$ cat src/rtl/line_activity_pulse_detector_core_defines.svh
// Assertion macros shared by the line activity pulse detector RTL.
// Each macro expects a clock named clk and a reset named rst in scope.
`ifndef LINE_ACTIVITY_PULSE_DETECTOR_CORE_DEFINES_SVH
`define LINE_ACTIVITY_PULSE_DETECTOR_CORE_DEFINES_SVH

// Property that must hold at every clock edge outside reset.
`define LAPD_ASSERT(lbl, prop, msg) \
  lbl: assert property (@(posedge clk) disable iff (rst) (prop)) else $error(msg);

// Property whose consequent must hold in the cycle after the antecedent.
`define LAPD_ASSERT_NEXT(lbl, ante, cons, msg) \
  lbl: assert property (@(posedge clk) disable iff (rst) (ante) |=> (cons)) else $error(msg);

`endif

$ cat src/rtl/lapd_pkg.sv
// Package of the line activity pulse detector: widths, register codes,
// the controller-datapath command and status structs and a helper function.
`default_nettype none

package lapd_pkg;

  localparam int CNT_W     = 24;
  localparam int TIME_W    = 32;
  localparam int PCT_W     = 7;
  localparam int CFG_W     = 24;
  localparam int NUM_REGS  = 4;
  localparam int ADDR_W    = $clog2(NUM_REGS) + 2;
  localparam int DATA_W    = 32;
  localparam int PROD_W    = CNT_W + PCT_W;
  localparam int DIV_STEPS = PCT_W;
  localparam int STEP_W    = $clog2(DIV_STEPS);

  localparam logic [CNT_W-1:0] CNT_MAX   = {CNT_W{1'b1}};
  localparam logic [PCT_W-1:0] PCT_SCALE = PCT_W'(100);

  localparam logic [CFG_W-1:0] RST_WINDOW_LEN = CFG_W'(30000);
  localparam logic [CFG_W-1:0] RST_EDGE_THR   = CFG_W'(50);
  localparam logic [CFG_W-1:0] RST_PULSE_MIN  = CFG_W'(6);
  localparam logic [CFG_W-1:0] RST_PULSE_MAX  = CFG_W'(20);

  typedef enum logic [1:0] {
    REG_WINDOW_LEN = 2'd0,
    REG_EDGE_THR   = 2'd1,
    REG_PULSE_MIN  = 2'd2,
    REG_PULSE_MAX  = 2'd3
  } reg_idx_t;

  typedef struct packed {
    logic [CFG_W-1:0] window_len;
    logic [CFG_W-1:0] edge_thr;
    logic [CFG_W-1:0] pulse_min;
    logic [CFG_W-1:0] pulse_max;
  } cfg_t;

  typedef struct packed {
    logic accept;
    logic load_mul;
    logic div_step;
    logic load_out;
  } dp_cmd_t;

  typedef struct packed {
    logic close_hit;
    logic div_last;
  } dp_sts_t;

  function automatic logic [CNT_W-1:0] sat_inc(input logic [CNT_W-1:0] v);
    sat_inc = (v == CNT_MAX) ? CNT_MAX : v + CNT_W'(1);
  endfunction

endpackage

`default_nettype wire

$ cat src/rtl/lapd_in_if.sv
// Sample channel of the line activity pulse detector: valid, ready, payload.
// Depends on lapd_pkg for the field widths.
`default_nettype none

interface lapd_in_if import lapd_pkg::*; ();
  logic              valid;
  logic              ready;
  logic              window_start;
  logic              line_level;
  logic [TIME_W-1:0] time_now_us;

  modport source (output valid, output window_start, output line_level,
                  output time_now_us, input ready);
  modport sink (input valid, input window_start, input line_level,
                input time_now_us, output ready);
endinterface

`default_nettype wire

$ cat src/rtl/lapd_out_if.sv
// Result channel of the line activity pulse detector: valid, ready, payload.
// Depends on lapd_pkg for the field widths.
`default_nettype none

interface lapd_out_if import lapd_pkg::*; ();
  logic             valid;
  logic             ready;
  logic [CNT_W-1:0] edge_total;
  logic [CNT_W-1:0] shortest_pulse_us;
  logic [PCT_W-1:0] high_percent;
  logic             line_active;
  logic             serial_like;

  modport source (output valid, output edge_total, output shortest_pulse_us,
                  output high_percent, output line_active, output serial_like,
                  input ready);
  modport sink (input valid, input edge_total, input shortest_pulse_us,
                input high_percent, input line_active, input serial_like,
                output ready);
endinterface

`default_nettype wire

$ cat src/rtl/lapd_regs.sv
// APB-style configuration registers of the line activity pulse detector.
// Depends on lapd_pkg for the register codes and the cfg_t struct.
`default_nettype none

module lapd_regs import lapd_pkg::*; (
  input  wire logic              clk,
  input  wire logic              rst,
  input  wire logic              psel,
  input  wire logic              penable,
  input  wire logic              pwrite,
  input  wire logic [ADDR_W-1:0] paddr,
  input  wire logic [DATA_W-1:0] pwdata,
  output logic      [DATA_W-1:0] prdata,
  output logic                   pready,
  output cfg_t                   cfg
);

  reg_idx_t idx;
  logic     wr_en;

  assign idx    = reg_idx_t'(paddr[ADDR_W-1:2]);
  assign wr_en  = psel && penable && pwrite;
  assign pready = 1'b1;

  always_ff @(posedge clk) begin
    if (rst) begin
      cfg.window_len <= RST_WINDOW_LEN;
      cfg.edge_thr   <= RST_EDGE_THR;
      cfg.pulse_min  <= RST_PULSE_MIN;
      cfg.pulse_max  <= RST_PULSE_MAX;
    end else if (wr_en) begin
      unique case (idx)
        REG_WINDOW_LEN: cfg.window_len <= pwdata[CFG_W-1:0];
        REG_EDGE_THR:   cfg.edge_thr   <= pwdata[CFG_W-1:0];
        REG_PULSE_MIN:  cfg.pulse_min  <= pwdata[CFG_W-1:0];
        REG_PULSE_MAX:  cfg.pulse_max  <= pwdata[CFG_W-1:0];
      endcase
    end
  end

  always_comb begin
    unique case (idx)
      REG_WINDOW_LEN: prdata = DATA_W'(cfg.window_len);
      REG_EDGE_THR:   prdata = DATA_W'(cfg.edge_thr);
      REG_PULSE_MIN:  prdata = DATA_W'(cfg.pulse_min);
      REG_PULSE_MAX:  prdata = DATA_W'(cfg.pulse_max);
    endcase
  end

endmodule

`default_nettype wire

$ cat src/rtl/lapd_dp.sv
// Datapath of the line activity pulse detector: window state, counters,
// percentage multiply and shift-subtract divider, result register.
// Depends on lapd_pkg; driven by lapd_ctrl through dp_cmd_t.
`default_nettype none

module lapd_dp import lapd_pkg::*; (
  input  wire logic              clk,
  input  wire logic              rst,
  input  wire dp_cmd_t           cmd,
  output dp_sts_t                sts,
  input  wire cfg_t              cfg,
  input  wire logic              window_start,
  input  wire logic              line_level,
  input  wire logic [TIME_W-1:0] time_now_us,
  output logic      [CNT_W-1:0]  edge_total,
  output logic      [CNT_W-1:0]  shortest_pulse_us,
  output logic      [PCT_W-1:0]  high_percent,
  output logic                   line_active,
  output logic                   serial_like
);

  logic              window_open;
  logic              previous_level;
  logic [TIME_W-1:0] previous_edge_time;
  logic [TIME_W-1:0] window_end_time;
  logic [CNT_W-1:0]  edge_counter;
  logic [CNT_W-1:0]  shortest_seen;
  logic [CNT_W-1:0]  high_sample_counter;
  logic [CNT_W-1:0]  sample_counter;

  logic [PROD_W-1:0] rem;
  logic [PCT_W-1:0]  quot;
  logic [STEP_W-1:0] step;

  logic [TIME_W-1:0] end_diff;
  logic [TIME_W-1:0] span_full;
  logic [CNT_W-1:0]  span;
  logic              close_cond;
  logic [PROD_W-1:0] den_shift;
  logic              rem_ge;
  logic              active;

  assign end_diff   = time_now_us - window_end_time;
  assign close_cond = ~end_diff[TIME_W-1];
  assign span_full  = time_now_us - previous_edge_time;
  assign span       = (|span_full[TIME_W-1:CNT_W]) ? CNT_MAX : span_full[CNT_W-1:0];

  assign den_shift = PROD_W'(sample_counter) << step;
  assign rem_ge    = rem >= den_shift;
  assign active    = edge_counter >= cfg.edge_thr;

  assign sts.close_hit = window_open && !window_start && close_cond;
  assign sts.div_last  = (step == '0);

  always_ff @(posedge clk) begin
    if (rst) begin
      window_open         <= 1'b0;
      previous_level      <= 1'b0;
      previous_edge_time  <= '0;
      window_end_time     <= '0;
      edge_counter        <= '0;
      shortest_seen       <= CNT_MAX;
      high_sample_counter <= '0;
      sample_counter      <= '0;
    end else if (cmd.accept) begin
      if (window_start) begin
        window_open         <= 1'b1;
        previous_level      <= line_level;
        previous_edge_time  <= time_now_us;
        window_end_time     <= time_now_us + TIME_W'(cfg.window_len);
        edge_counter        <= '0;
        shortest_seen       <= CNT_MAX;
        high_sample_counter <= '0;
        sample_counter      <= '0;
      end else if (window_open) begin
        if (close_cond) begin
          window_open <= 1'b0;
        end else begin
          sample_counter <= sat_inc(sample_counter);
          if (line_level) begin
            high_sample_counter <= sat_inc(high_sample_counter);
          end
          if (line_level != previous_level) begin
            if (span < shortest_seen) begin
              shortest_seen <= span;
            end
            previous_edge_time <= time_now_us;
            previous_level     <= line_level;
            edge_counter       <= sat_inc(edge_counter);
          end
        end
      end
    end
  end

  always_ff @(posedge clk) begin
    if (cmd.load_mul) begin
      rem  <= PROD_W'(high_sample_counter) * PROD_W'(PCT_SCALE);
      quot <= '0;
      step <= STEP_W'(DIV_STEPS - 1);
    end else if (cmd.div_step) begin
      if (rem_ge) begin
        rem <= rem - den_shift;
      end
      quot <= {quot[PCT_W-2:0], rem_ge};
      step <= step - STEP_W'(1);
    end
  end

  always_ff @(posedge clk) begin
    if (cmd.load_out) begin
      edge_total        <= edge_counter;
      shortest_pulse_us <= shortest_seen;
      high_percent      <= (sample_counter == '0) ? '0 : quot;
      line_active       <= active;
      serial_like       <= active && (shortest_seen >= cfg.pulse_min) &&
                           (shortest_seen <= cfg.pulse_max);
    end
  end

endmodule

`default_nettype wire

$ cat src/rtl/lapd_ctrl.sv
// Controller of the line activity pulse detector: sequences sample intake,
// the percentage multiply and divide, and the result register handshake.
// Depends on lapd_pkg and on the assertion macros header.
`default_nettype none
`include "line_activity_pulse_detector_core_defines.svh"

module lapd_ctrl import lapd_pkg::*; (
  input  wire logic    clk,
  input  wire logic    rst,
  input  wire logic    in_valid,
  output logic         in_ready,
  output logic         out_valid,
  input  wire logic    out_ready,
  input  wire dp_sts_t sts,
  output dp_cmd_t      cmd
);

  typedef enum logic [3:0] {
    ST_COLLECT = 4'b0001,
    ST_MUL     = 4'b0010,
    ST_DIV     = 4'b0100,
    ST_LOAD    = 4'b1000
  } state_t;

  state_t state;
  state_t state_next;
  logic   out_full;
  logic   out_full_next;

  assign in_ready  = (state == ST_COLLECT);
  assign out_valid = out_full;

  always_comb begin
    state_next   = state;
    cmd.accept   = 1'b0;
    cmd.load_mul = 1'b0;
    cmd.div_step = 1'b0;
    cmd.load_out = 1'b0;
    unique case (state)
      ST_COLLECT: begin
        cmd.accept = in_valid;
        if (in_valid && sts.close_hit) begin
          state_next = ST_MUL;
        end
      end
      ST_MUL: begin
        cmd.load_mul = 1'b1;
        state_next   = ST_DIV;
      end
      ST_DIV: begin
        cmd.div_step = 1'b1;
        if (sts.div_last) begin
          state_next = ST_LOAD;
        end
      end
      ST_LOAD: begin
        if (!out_full || out_ready) begin
          cmd.load_out = 1'b1;
          state_next   = ST_COLLECT;
        end
      end
      default: state_next = ST_COLLECT;
    endcase
  end

  always_comb begin
    out_full_next = out_full;
    if (cmd.load_out) begin
      out_full_next = 1'b1;
    end else if (out_ready) begin
      out_full_next = 1'b0;
    end
  end

  always_ff @(posedge clk) begin
    if (rst) begin
      state    <= ST_COLLECT;
      out_full <= 1'b0;
    end else begin
      state    <= state_next;
      out_full <= out_full_next;
    end
  end

  `LAPD_ASSERT(a_no_overwrite, !(cmd.load_out && out_full && !out_ready), "result overwritten")
  `LAPD_ASSERT_NEXT(a_close_to_mul, in_valid && in_ready && sts.close_hit, state == ST_MUL, "close not followed by multiply")
  `LAPD_ASSERT_NEXT(a_div_runs, state == ST_DIV && !sts.div_last, state == ST_DIV, "divider left early")
  `LAPD_ASSERT(a_ready_only_collect, !(in_ready && (cmd.div_step || cmd.load_mul || cmd.load_out)), "sample taken while busy")

endmodule

`default_nettype wire

$ cat src/rtl/line_activity_pulse_detector_core.sv
// Line activity pulse detector: one sample per cycle, window open or closed, unless intake is stalled.
// A closing sample stalls intake for 1 multiply, 7 divide steps and 1 load; the
// load waits longer while the previous result is still held in the output register.
// Its result is valid once the load step registers it (later if an earlier
// result is still held) and waits in the output register while new samples are taken.
// Synchronous active-high rst restores register defaults and closes the window.
`default_nettype none

module line_activity_pulse_detector_core import lapd_pkg::*; (
  input  wire logic              clk,
  input  wire logic              rst,
  lapd_in_if.sink                samples,
  lapd_out_if.source             results,
  input  wire logic              psel,
  input  wire logic              penable,
  input  wire logic              pwrite,
  input  wire logic [ADDR_W-1:0] paddr,
  input  wire logic [DATA_W-1:0] pwdata,
  output logic      [DATA_W-1:0] prdata,
  output logic                   pready
);

  cfg_t    cfg;
  dp_cmd_t cmd;
  dp_sts_t sts;
  logic    in_ready;
  logic    out_valid;

  assign samples.ready = in_ready;
  assign results.valid = out_valid;

  lapd_regs u_regs (
    .clk     (clk),
    .rst     (rst),
    .psel    (psel),
    .penable (penable),
    .pwrite  (pwrite),
    .paddr   (paddr),
    .pwdata  (pwdata),
    .prdata  (prdata),
    .pready  (pready),
    .cfg     (cfg)
  );

  lapd_ctrl u_ctrl (
    .clk       (clk),
    .rst       (rst),
    .in_valid  (samples.valid),
    .in_ready  (in_ready),
    .out_valid (out_valid),
    .out_ready (results.ready),
    .sts       (sts),
    .cmd       (cmd)
  );

  lapd_dp u_dp (
    .clk               (clk),
    .rst               (rst),
    .cmd               (cmd),
    .sts               (sts),
    .cfg               (cfg),
    .window_start      (samples.window_start),
    .line_level        (samples.line_level),
    .time_now_us       (samples.time_now_us),
    .edge_total        (results.edge_total),
    .shortest_pulse_us (results.shortest_pulse_us),
    .high_percent      (results.high_percent),
    .line_active       (results.line_active),
    .serial_like       (results.serial_like)
  );

endmodule

`default_nettype wire

$ cat src/flat_wrapper.sv
// flat-port wrapper written by rule: the top's interface ports become plain ports
module line_activity_pulse_detector_core_flat import lapd_pkg::*;
  (clk, rst, psel, penable, pwrite, paddr, pwdata, prdata, pready, samples_valid, samples_window_start, samples_line_level, samples_time_now_us, samples_ready, results_valid, results_edge_total, results_shortest_pulse_us, results_high_percent, results_line_active, results_serial_like, results_ready);
  lapd_in_if samples_i ();
  lapd_out_if results_i ();
  input  wire logic clk;
  input  wire logic rst;
  input  wire logic psel;
  input  wire logic penable;
  input  wire logic pwrite;
  input  wire logic [ADDR_W-1:0] paddr;
  input  wire logic [DATA_W-1:0] pwdata;
  output logic      [DATA_W-1:0] prdata;
  output logic pready;
  input wire logic [$bits(samples_i.valid)-1:0] samples_valid;
  input wire logic [$bits(samples_i.window_start)-1:0] samples_window_start;
  input wire logic [$bits(samples_i.line_level)-1:0] samples_line_level;
  input wire logic [$bits(samples_i.time_now_us)-1:0] samples_time_now_us;
  output wire logic [$bits(samples_i.ready)-1:0] samples_ready;
  output wire logic [$bits(results_i.valid)-1:0] results_valid;
  output wire logic [$bits(results_i.edge_total)-1:0] results_edge_total;
  output wire logic [$bits(results_i.shortest_pulse_us)-1:0] results_shortest_pulse_us;
  output wire logic [$bits(results_i.high_percent)-1:0] results_high_percent;
  output wire logic [$bits(results_i.line_active)-1:0] results_line_active;
  output wire logic [$bits(results_i.serial_like)-1:0] results_serial_like;
  input wire logic [$bits(results_i.ready)-1:0] results_ready;
  assign samples_i.valid = samples_valid;
  assign samples_i.window_start = samples_window_start;
  assign samples_i.line_level = samples_line_level;
  assign samples_i.time_now_us = samples_time_now_us;
  assign samples_ready = samples_i.ready;
  assign results_valid = results_i.valid;
  assign results_edge_total = results_i.edge_total;
  assign results_shortest_pulse_us = results_i.shortest_pulse_us;
  assign results_high_percent = results_i.high_percent;
  assign results_line_active = results_i.line_active;
  assign results_serial_like = results_i.serial_like;
  assign results_i.ready = results_ready;
  line_activity_pulse_detector_core u_core (.clk(clk), .rst(rst), .samples(samples_i), .results(results_i), .psel(psel), .penable(penable), .pwrite(pwrite), .paddr(paddr), .pwdata(pwdata), .prdata(prdata), .pready(pready));
endmodule
$ cat config.mk
export PLATFORM = sky130hd
export DESIGN_NAME = line_activity_pulse_detector_core_flat
export DESIGN_NICKNAME = d
export VERILOG_FILES = /design/src/rtl/lapd_pkg.sv /design/src/rtl/lapd_in_if.sv /design/src/rtl/lapd_out_if.sv /design/src/rtl/lapd_regs.sv /design/src/rtl/lapd_dp.sv /design/src/rtl/lapd_ctrl.sv /design/src/rtl/line_activity_pulse_detector_core.sv /design/src/flat_wrapper.sv
export VERILOG_INCLUDE_DIRS = /design/src /design/src/rtl
export SDC_FILE = /design/constraint.sdc
export NUM_CORES = 1
export LEC_CHECK = 0
export BUFFER_PORTS_ARGS = -buffer_cell sky130_fd_sc_hd__buf_2
export CAP_MARGIN = 25
export CORE_MARGIN = 2
export CORE_UTILIZATION = 39
export CTS_CLUSTER_SIZE = 40
export DETAILED_ROUTE_END_ITERATION = 10
export MAX_ROUTING_LAYER = met4
export SLEW_MARGIN = 20
export SYNTH_ARGS = -nofsm -noshare
export SYNTH_HDL_FRONTEND = slang
export SYNTH_SLANG_ARGS = --single-unit
$ cat constraint.sdc
create_clock -name clk -period 8.6 [get_ports clk]
set_input_delay 0.86 -clock clk [delete_from_list [all_inputs] [get_ports clk]]
set_output_delay 0.86 -clock clk [all_outputs]
set_load 0.05 [all_outputs]
=== After elaboration in Yosys (flattened, before gate mapping) ===
Cells that the tools add are included.

* Flip-flop bits (word level): 361
* Word-level logic and storage cells: 133
* Output and inout bits: 92
* Bits of input ports: 77

* Shift operators: 1
* Muxes and demuxes: 46
* Bitwise logic cells: 1
* Multipliers: 1
* Add/sub/neg operators: 8
* Eq/ne operators: 14
* Order comparisons: 5
* Reduce and logical (&&, ||, !) cells: 34

{| class="wikitable"
|+ Operator list
! operator !! count
|-
| 24-bit 2-to-1 mux || 20
|-
| 32-bit 2-to-1 mux || 4
|-
| 32-bit one-hot mux with 4 select lines || 1
|-
| 31-bit 2-to-1 mux || 3
|-
| 24-bit by 1-bit adder with 24-bit output, second input constant || 3
|-
| 24-bit == test, second input constant || 3
|-
| 32-bit subtractor || 2
|-
| 24-bit greater-or-equal comparator || 2
|-
| 32-bit by 24-bit adder with 32-bit output || 1
|-
| 31-bit greater-or-equal comparator || 1
|-
| 24-bit by 3-bit left shift with 31-bit output || 1
|-
| 31-bit subtractor || 1
|-
| 24-bit by 5-bit multiplier with 29-bit output, second input constant || 1
|-
| 24-bit <= comparator || 1
|-
| 24-bit logical NOT || 1
|-
| 24-bit < comparator || 1
|-
| 4-bit one-hot mux with 4 select lines || 1
|-
| 2-bit nonzero test || 8
|-
| 1-bit 2-to-1 mux || 14
|-
| 2-bit AND reduction || 7
|-
| 4-bit 2-to-1 mux || 3
|-
| 4-bit AND reduction || 2
|-
| 8-bit OR reduction || 1
|-
| 1-bit logical AND || 7
|-
| 17 further kinds || 21
|}

=== Logic depth before layout (Yosys ltp) ===
* Depth after elaboration: 9
* Gate-level depth with buffers: 25
* Gate-level depth less buffers: 22

=== Modules after synthesis ===
From an unflattened synthesis, not the netlist that was laid out.

* Cell total of the unflattened synthesis: 3,114
* Area total of the unflattened synthesis: 26,653.1 µm²

{| class="wikitable"
|+ Modules (own cells, without submodules)
! module !! times used !! cells each !! sequential area each (µm²) !! area each (µm²)
|-
| lapd_dp || 1 || 2,662 || 6,065.8 || 21,814.7
|-
| lapd_regs || 1 || 420 || 1,921.8 || 4,550.6
|-
| lapd_ctrl || 1 || 32 || 100.1 || 287.8
|}

=== Worst setup path after synthesis ===
OpenSTA, ideal clock, no wires.

* Path kind: input -> register
* Start: in samples_time_now_us[0]
* End: reg u_core.u_dp.shortest_seen[10]
* Stages: 25
* Required time: 8,483 ps
* Arrival: 5,342 ps
* Path slack: 3,141 ps
* Buffers on the path: 3
* Library setup time: 117 ps
* Cell sequence: inv_1 > ha_1 > fa_1 > nor2b_1 > o31a_1 > o311ai_4 > a2111oi_2 > or2_4 > a31o_1 > o2111ai_2 > clkbuf_1 > clkbuf_1 > or3_1 > ha_1 > a21o_1 > a21oi_1 > o21ai_0 > o2111ai_1 > a21oi_1 > o21ai_0 > nand3_1 > o311ai_4 > a21o_4 > buf_6 > o22a_1

* Cells in the longest elaborated chain, start to end: 8
* Elaborated cells between the ends (all ways): 13
* Classes of those cells: add/sub: 2; order compare: 1; mux: 6; reduce/logical: 4

{| class="wikitable"
|+ Ends and longest elaborated chain
! item !! RTL line !! source
|-
| from (decl) || flat_wrapper.sv:18 || <nowiki>input wire logic [$bits(samples_i.time_now_us)-1:0] samples_time_now_us;</nowiki>
|-
| branches (longest 8 deep; another with 32-bit subtractor) || n/a ||
|-
| to (signal assigned) || lapd_dp.sv:85 || <nowiki>shortest_seen <= span;</nowiki>
|-
| to (decl) || lapd_dp.sv:27 || <nowiki>logic [CNT_W-1:0] shortest_seen;</nowiki>
|}

Parallel ways; which one is timed is not known. The select of a mux whose other input is x is not followed.
A chain may end at the register's enable or synchronous reset.

=== Final worst setup path ===
* Start: in samples_time_now_us[0]
* End: reg u_core.u_dp.shortest_seen[18]

Same word-level chain as after synthesis.

==> results.md <==
* Routed Antenna Nets at 0
* FF-to-FF path depth at 21
* CTS root buf: clkbuf_16
* DRC at 0
* Number of buffers created by CTS at 44
* Ports at 169
* Gr usage total at 0.222
* Power Total at 0.00458 W
* Slew @ Worst Pin at 1.07 ns
* Hpwl dp at 56.0 mm
* Worst VDD drop at 0.191 mV
* Vias at 22700
* Worst min path class: flop to flop
* Commonest non-fill, non-tap cells in the layout: nand2_1 (432), a21oi_1 (347), inv_1 (296)
* Number of cells on the critical path at 23
* Busiest grt layer: met2
* Fin crit period at 5.84 ns
* Via count of the first global-routing pass at 21200
* Critical Path, Cell by Cell: buf_2 -> inv_1 -> ha_1 -> fa_1 -> nor2b_1 -> o31a_1 -> o311ai_4 -> a31oi_1 -> nor4b_1 -> nor3b_1 -> o2111ai_2 -> buf_4 -> nor2_2 -> or2b_1 -> ha_1 -> a2111oi_0 -> o41ai_1 -> a31oi_1 -> a21oi_1 -> o21ai_0 -> a21oi_1 -> nand4b_4 -> o22a_1
* Post-synth cell types at 94
* Power per standard cell area at 158 mW/mm²
* Startpoint types: input pin
* Req. time, crit path at 9.08 ns
* Register area at 0.00809 mm²
* Commonest non-fill, non-tap cell in the layout: nand2_1
* Largest net degree at the start of global routing at 92
* Leak Pwr at 11.8 nW
* H-Tree Depth at 2
* Core Area at 0.0657 mm²
* Max_slew headroom at 0.286
* Final GP Congestion at 0.895
* Final setup vio count at 0
* Met2 GRT Util at 0.350
* Asr flop ratio synth at 0
* Clk sink count at 361
* DRT iter0 DRCs at 1628
* Nets at 3593
* TritonRoute pass-1 iters at 6
* Synth Cell Area at 0.0259 mm²
* CTS tree: built
* P_int at 0.00324 W
* CP delay by family, top: compound AO/OA/AOI/OAI gates
* RSZ-0062 raised after global routing: false
* Reg power frac at 0.394
* Number of synthesized register bits at 361
* Setup_tns at 0 ns
* Area Overhead vs Synth at 11.8%
* Critical Path Max Stage Delay at 0.43 ns
* Grt ovf at 0
* CTS-repair resized insts at 0
* Met1 global-route usage at 0.302
* Global-route wire length before repair at 118 mm
* Crit end category: flop
* CP max FO at 23
* Total Wirelength at 74.9 mm
* WS Path Type: input pin to flop
* I/O Buffers at 149
* Net switching power at 0.00134 W
* Syn avg cell area at 8.29 µm²
* Comb power frac at 0.172
* Pre-CTS WS at 2.19 ns
* Status: finished clean
* Die ar. at 0.0686 mm²
* Maximum clock insertion buffer count at 3
* M3 GR Usage at 0.0246
* EDFF count, synth at 86
* Top cells by area, synth: dfxtp_1 (21%), ha_1 (14%), edfxtp_1 (10%), a21oi_1 (6.7%), nand2_1 (6.3%)
* Post-synthesis sequential area ratio at 0.312
* Multi-input gate area at 0.0161 mm²
* Final period util at 0.679
* Share of post-route cells with drive strength above 1 at 0.103
* Initial antenna violation count at 8
* Hold_buf cts at 0
* # Post-CTS Setup Buffers at 0
* Hold path cells at 2
* Slew Limit Fails at 0
* Clk_skew at 0.0220 ns
* Initial Utilization at 0.394
* Clock Power Share at 0.434
* Via/cell ratio at 5.54
* Wire length per cell at 18.2 µm
* Top-area cell type share of the netlist area at 0.212
* Fillers at 6573
* Max Cap Viol at 0
* Slowest CP cell: a31oi_1
* Area leader, netlist: dfxtp_1
* Die height at 262 µm
* Primary FF master, synth: dfxtp_1
* Clock slew at reported path FFs at 0.06 ns
* WP data arrival at 6.32 ns
* Fin. Hold Viols at 0
* Max Clk Rate at 0.171 GHz
* Worst setup margin at 2.76 ns
* FP Rows at 94
* Switching share of power at 0.292
* Post-synthesis cell count at 3126
* Clock Latency Late Sink at 0.59 ns
* Die X at 262 µm
* Yosys warnings at 0
* Buffers & Inverters on Critical Path at 3
==> power groups by stage <==
| stage | Sequential (W) | Clock, W | Combinational (W) |
|---|---|---|---|
| 5_1_grt | 0.00181 | 0.00210 | 0.000873 |
| 4_1_cts | 0.00180 | 0.00203 | 0.000785 |
| 3_5_place_dp | 0.00184 | 0 | 0.000780 |
| 6_report | 0.00180 | 0.00199 | 0.000788 |
| 3_3_place_gp | 0.00184 | 0 | 0.000776 |
| 2_1_floorplan | 0.00183 | 0 | 0.000576 |
==> metrics by stage <==
stage,hold WS (ns),std cells,util,area (µm²)
floorplan,0.432,3133,-,26000
global placement,0.439,4014,0.416,27400
detailed placement,0.443,4018,0.417,27400
CTS,0.451,4099,0.440,29000
global route,0.460,4106,0.441,29000
finish,0.448,4106,0.441,29000
==> synth_stat cells, drive strengths merged, types with 35 or more instances <==
cell    number
a21o        71
a21oi      348
and3        40
clkbuf     125
dfxtp      275
edfxtp      86
ha         292
inv        297
mux4        39
nand2      432
nand3       74
nand4       38
nor2       152
nor2b       35
nor3        54
o21ai      174
or3         36
xnor2       43
xor2        41
==> area by class of cell <==
class / instances / share of cell area
tap: 864 / 0.0373
multi-input combinational: 2321 / 0.557
antenna: 5 / 0.000431
timing repair buffer: 177 / 0.0351
clock buffer: 65 / 0.0446
inverter: 297 / 0.0384
sequential: 361 / 0.279
clock inverter: 16 / 0.00841
==> tightest hold or removal path, cell delays in order (launching register included) <==
cell and delay, ns:
dfxtp_1 0.30, nand2_1 0.05, a21oi_1 0.05
==> cells by family after synthesis <==
logic type,count (synthesis),synth area share
adder cells (fa/ha/maj),314,0.158
other,2,0.000290
buffers and inverters,451,0.0681
AND/OR/NAND/NOR,968,0.175
flip-flops,361,0.312
multiplexers,71,0.0463
AO/OA/AOI/OAI,875,0.212
XOR/XNOR,84,0.0284
==> layer usage <==
metal  vias up  part of all wire
met1     10800              0.47
met4         0             0.026
li1      11300                 -
met2       526              0.46
met5         -                 0
met3       104             0.046
==> worst paths after layout <==
path / endpoint / from / slack (ns)
max: u_core.u_dp.shortest_seen[18] / samples_time_now_us[0] / 2.76
min: u_core.u_dp.quot[6] / u_core.u_dp.quot[6] / 0.45
max reg2reg: u_core.u_dp.shortest_seen[18] / u_core.u_dp.previous_edge_time[7] / 2.94
min reg2reg: u_core.u_dp.quot[6] / u_core.u_dp.quot[6] / 0.45
==> registers in the layout, summed over array words and instances, names as in the netlist <==
signal and flops:
u_core.u_dp.shortest_seen 24, u_core.u_regs.cfg 96, u_core.u_dp.previous_edge_time 32, u_core.u_dp.high_sample_counter 24, u_core.u_dp.quot 7, u_core.u_dp.rem 31
u_core.u_dp.window_open 1, u_core.u_ctrl.out_valid 1, u_core.u_dp.shortest_pulse_us 24, u_core.u_dp.sample_counter 24, u_core.u_dp.line_active 1, u_core.u_dp.high_percent 7
u_core.u_dp.edge_total 24, u_core.u_ctrl.state 4, u_core.u_dp.edge_counter 24, u_core.u_dp.previous_level 1, u_core.u_dp.window_end_time 32, u_core.u_dp.serial_like 1
u_core.u_dp.step 3
(Power assumes the default switching activity.)
